$ cat src/rtl/sis_ram.sv
// generic single-clock ram, one write and one registered read port
module sis_ram #(
    parameter int WIDTH = 32,
    parameter int DEPTH = 64
) (
    input  logic                                  i_clk,
    input  logic                                  i_we,
    input  logic [((DEPTH > 1) ? $clog2(DEPTH) : 1)-1:0] i_waddr,
    input  logic [WIDTH-1:0]                      i_wdata,
    input  logic [((DEPTH > 1) ? $clog2(DEPTH) : 1)-1:0] i_raddr,
    output logic [WIDTH-1:0]                      o_rdata
);

    logic [WIDTH-1:0] r_mem [DEPTH];
    logic [WIDTH-1:0] r_rdata;

    // write port
    always_ff @(posedge i_clk) begin
        if (i_we) begin
            r_mem[i_waddr] <= i_wdata;
        end
    end

    // registered read port
    always_ff @(posedge i_clk) begin
        r_rdata <= r_mem[i_raddr];
    end

    assign o_rdata = r_rdata;

endmodule

$ cat config.mk
export PLATFORM = sky130hd
export DESIGN_NAME = sis_ram
export DESIGN_NICKNAME = d
export VERILOG_FILES = /design/src/rtl/sis_ram.sv
export SDC_FILE = /design/constraint.sdc
export NUM_CORES = 2
export LEC_CHECK = 0
export BUFFER_PORTS_ARGS = -buffer_cell sky130_fd_sc_hd__buf_2
export CORE_MARGIN = 8
export CORE_UTILIZATION = 25
export CTS_BUF_LIST = sky130_fd_sc_hd__clkbuf_8
export CTS_CLUSTER_SIZE = 30
export DETAILED_ROUTE_END_ITERATION = 6
export PLACE_DENSITY = 0.37
export RECOVER_POWER = 50
export SYNTH_ARGS = -nofsm -noshare
export SYNTH_HDL_FRONTEND = slang
export SYNTH_SLANG_ARGS = --single-unit
$ cat constraint.sdc
create_clock -name i_clk -period 12.7 [get_ports i_clk]
set_input_delay 3.175 -clock i_clk [delete_from_list [all_inputs] [get_ports i_clk]]
set_output_delay 3.175 -clock i_clk [all_outputs]
set_load 0.01 [all_outputs]
# Word-level counts from Yosys, hierarchy flattened
# Memories as Yosys holds them, arrays and structs flattened. A register that Yosys moved wholly into a read port is not among the register bits.
# Cells that the tools add are included.
# Widths: inputs -> output; s select.
[word_totals]
reg_bits = 0
mem_bits_rw = 2048
inputBits = 46
out_inout_bits = 32
word_cells = 3
mem_count = 1
[memory_table]
columns = ["memory", "words", "width", "read_ports", "rd_ports_with_merged_regs", "wr", "line_no", "source"]
rows = [
  ["r_mem", 64, 32, 1, 1, 1, "14", "logic [WIDTH-1:0] r_mem [DEPTH];"],
]
[op_classes]
mux = 2
[op_table]
columns = ["cell", "count"]
rows = [
  ["$mux 1", 2],
]

# Longest topological paths before layout
[depth]
depth_word = 2
ltp_mapped = 10
ltp_nobuf = 5

# Least setup slack after synthesis
# Ideal clock, no wire load.
[synth_path]
kind = "in2reg"
from = "input port i_waddr[3] (netlist name)"
to = "memory r_mem[48][0] (enable)"
setup_time_ps = 461
t_arrival_ps = 5874
t_required_ps = 12239
slack_ps = 6365
path_stages = 4
path_buffers = 1
path_cell_list = "clkbuf_1 -> nor2b_1 -> nand4b_1 -> nor3_1"
[synth_rtl]
columns = ["element", "line_no", "source"]
rows = [
  ["from (decl)", "8", "input logic [((DEPTH > 1) ? $clog2(DEPTH) : 1)-1:0] i_waddr,"],
  ["to (decl)", "14", ""],
]
# No word-level cell before the write port.

==> run_results.csv <==
group,metric,value,unit
outcome,outcome,"finished with violations",
outcome,violations,"capacitance limit, slew limit",
finish,fill_cells,30330,
finish,nNetsFinal,3782,
setup_path,cp.arrival,7.07,ns
setup_path,r2r_cells,4,
setup_path,worstPathRequired,13.48,ns
clocking,cts_inserted_buffers,380,
yosys,synth_seq_cells,2080,
timing,rsz0062_at_grt,"no",
setup_path,crit_type,"in -> reg",
yosys,synthesis.area,78520,um2
finish,multi_input_area,15930,um2
placement,dp_cells,7494,
yosys,synth_top_area_share,78.33,%
power_and_ir_drop,p_per_area,155.3,nW/um2
clocking,cts.sinks,2080,
timing,hold_slack,0.8441,ns
placement,dp_hpwl,128.9,mm
setup_path,cp_max_fo,61,
floorplanning,die_h,576.4,um
yosys,yosysWarnings,0,
clocking,hold_buffers,0,
power_and_ir_drop,switching_power,3.308,mW
yosys,seq_area_frac_synth,79.14,%
grt,grt_overflow,0,
clocking,cts_tree,"done",
finish,drive_gt1_share,30.58,%
timing,worst_slack,6.406,ns
yosys,synth.avg_cell_area,23.62,um2
timing,setup_violations,0,
job,cap_violations,36,
yosys,syn_inst,3324,
yosys,synth_cell_type_count,34,
grt,grtUsageTotal,14.78,%
routing,totalWireLength,251.6,mm
power_and_ir_drop,leakage,28.24,nW
setup_path,crit_path_start_kind,"primary input",
yosys,ys_top_cells_by_area,"edfxtp_1 78%, mux4_2 16%, mux2i_1 1.2%",
routing,remaining_drc_errors,0,
timing,finClkSkew,0.05322,ns
timing,worst_pin_slew,3.238,ns
timing,slew_headroom,-115.8,%
timing,min_period_over_period,49.56,%
placement,pre_cts_ws,5.166,ns
clocking,cts_resized,0,
routing,viasPerCell,4.546,
routing,dr.first_iter.drc_count,3171,
grt,grt_pass1_vias,39930,
power_and_ir_drop,p_int,10.90,mW
yosys,async_reset_ff_share,0,%
grt,grt_pass1_wl,342.7,mm
timing,final.setup.tns,0,ns
setup_path,endpoint_kind,"register",
floorplanning,die_area,332200,um2
yosys,synth.most_common_cell,"edfxtp_1",
clocking,root_buffer,"clkbuf_8",
floorplanning,core_area,312200,um2
power_and_ir_drop,power_frac_seq,53.9,%
timing,fmax,158.9,MHz
yosys,synth_flop_cell,"edfxtp_1",
clocking,path_clk_slew,0.05,ns
routing,routedWlPerCell,30.77,um
worst_hold_path,min_path_cells,5,
clocking,ctsLongestPathBuffers,4,
yosys,synth_nets,3370,
floorplanning,floorplan.die.width,576.4,um
power_and_ir_drop,pwr-share-comb,4.9,%
placement,portBuffers,77,
grt,antenna_found_initial,27,
power_and_ir_drop,ir_worst_vdd,0.07438,mV
power_and_ir_drop,clockPowerShare,41.2,%
timing,drv_slew,2147,
yosys,synth_edf_count,2048,
timing,fin_crit,6.294,ns
grt,grt_max_degree,100,
finish,finalNonFillerCells,8178,
floorplanning,io_pins,78,
clocking,clk_latency,0.96,ns
power_and_ir_drop,power,14.21,mW
finish,area_growth,16.55,%
clocking,cts_setup_buffers,0,
yosys,ys_top_cells_by_count,"2048 x edfxtp_1, 544 x mux4_2, 137 x nor2_1, 93 x mux2i_1, 84 x o22ai_1",
routing,ant_nets,0,
timing,hold_violations,0,
clocking,h-tree-depth,5,
routing,drtPass1Iterations,5,
routing,vias,37180,
yosys,yosysTopAreaCell,"edfxtp_1",
worst_hold_path,hold_class,"reg -> reg",
placement,place_congestion,0.7041,
finish,seqCellArea,62140,um2
floorplanning,fp-row-count,205,
power_and_ir_drop,p_sw_share,23.28,%
floorplanning,initial_core_util,25.15,%
==> power groups by stage <==
| stage | clock network, mW | registers [mW] | logic, mW |
|---|---|---|---|
| 6_report | 5.85 | 7.66 | 0.698 |
| 5_1_grt | 6.34 | 7.66 | 0.751 |
| 4_1_cts | 6.08 | 7.65 | 0.732 |
| 3_5_place_dp | 0 | 7.79 | 0.731 |
| 3_3_place_gp | 0 | 7.79 | 0.729 |
| 2_1_floorplan | 0 | 7.77 | 0.370 |
==> metrics by stage <==
step           area [um2]  util, %
2_1_floorplan       78520        -
3_3_place_gp        84820    27.17
3_5_place_dp        84820    27.17
4_1_cts             91670    29.37
5_1_grt             91510    29.31
6_report            91510    29.32
==> path summary, 6_finish.rpt <==
| kind | endpoint | startpoint | slack, ns |
|---|---|---|---|
| setup / recovery | o_rdata[1]$_DFF_P_ | i_raddr[0] | 6.41 |
| hold / removal | o_rdata[20]$_DFF_P_ | r_mem[56][20]$_DFFE_PP_ | 0.84 |
| setup reg to reg | o_rdata[1]$_DFF_P_ | r_mem[3][1]$_DFFE_PP_ | 10.18 |
| hold reg to reg | o_rdata[20]$_DFF_P_ | r_mem[56][20]$_DFFE_PP_ | 0.84 |
==> area by class of cell <==
class / instances / area share, %
diodes: 6 / 0.01641
clock buffers: 398 / 5.986
clock inverters: 280 / 1.503
multi-input cells: 1062 / 17.40
flip-flops and latches: 2080 / 67.90
well taps: 4140 / 5.660
repair buffers: 212 / 1.527
==> state kept, by name (all words and copies together), names as in the netlist <==
| signal | flops |
|---|---|
| o_rdata | 32 |
| r_mem | 2048 |
==> per-layer routing <==
layer,GRT usage (%),wire length [um]
met1,20.33,113800
met2,24.35,121100
met3,2.388,10520
met4,3.877,6158
met5,0,28
==> cells in the final DEF, fill, tap and decap left out, types with 4 or more instances in the layout <==
| cell | instances |
|---|---|
| a21oi_1 | 62 |
| a22oi_1 | 12 |
| a311oi_1 | 8 |
| a41o_1 | 4 |
| and3_1 | 4 |
| buf_12 | 7 |
| buf_2 | 63 |
| buf_4 | 98 |
| bufinv_16 | 7 |
| clkbuf_1 | 40 |
| clkbuf_8 | 398 |
| clkinv_1 | 98 |
| clkinv_2 | 30 |
| clkinvlp_4 | 6 |
| dfxtp_1 | 32 |
| diode_2 | 6 |
| edfxtp_1 | 2048 |
| inv_1 | 129 |
| inv_6 | 4 |
| mux2i_1 | 93 |
| mux4_2 | 544 |
| nand2_1 | 25 |
| nand2b_1 | 7 |
| nand3_1 | 5 |
| nand3b_1 | 5 |
| nor2_1 | 79 |
| nor2_4 | 57 |
| nor2b_1 | 14 |
| nor3_1 | 7 |
| o221ai_1 | 27 |
| o22ai_1 | 84 |
| o32ai_1 | 4 |
==> worst max-delay path: stages <==
cell     delay (ns)
buf_8          0.46
buf_4          0.68
buf_12         0.54
mux4_2         0.57
mux4_2         0.53
o22ai_1        0.66
nor2_1         0.29
==> cell families after synthesis <==
group	Yosys count	share of synthesized area, %
buffers and inverters	182	1.128
DFF	2080	79.14
and+or+nand+nor	223	1.265
AOI/OAI and AO/OA	202	1.673
muxes	637	16.79
No activity file was read; power rests on OpenSTA's default activity.
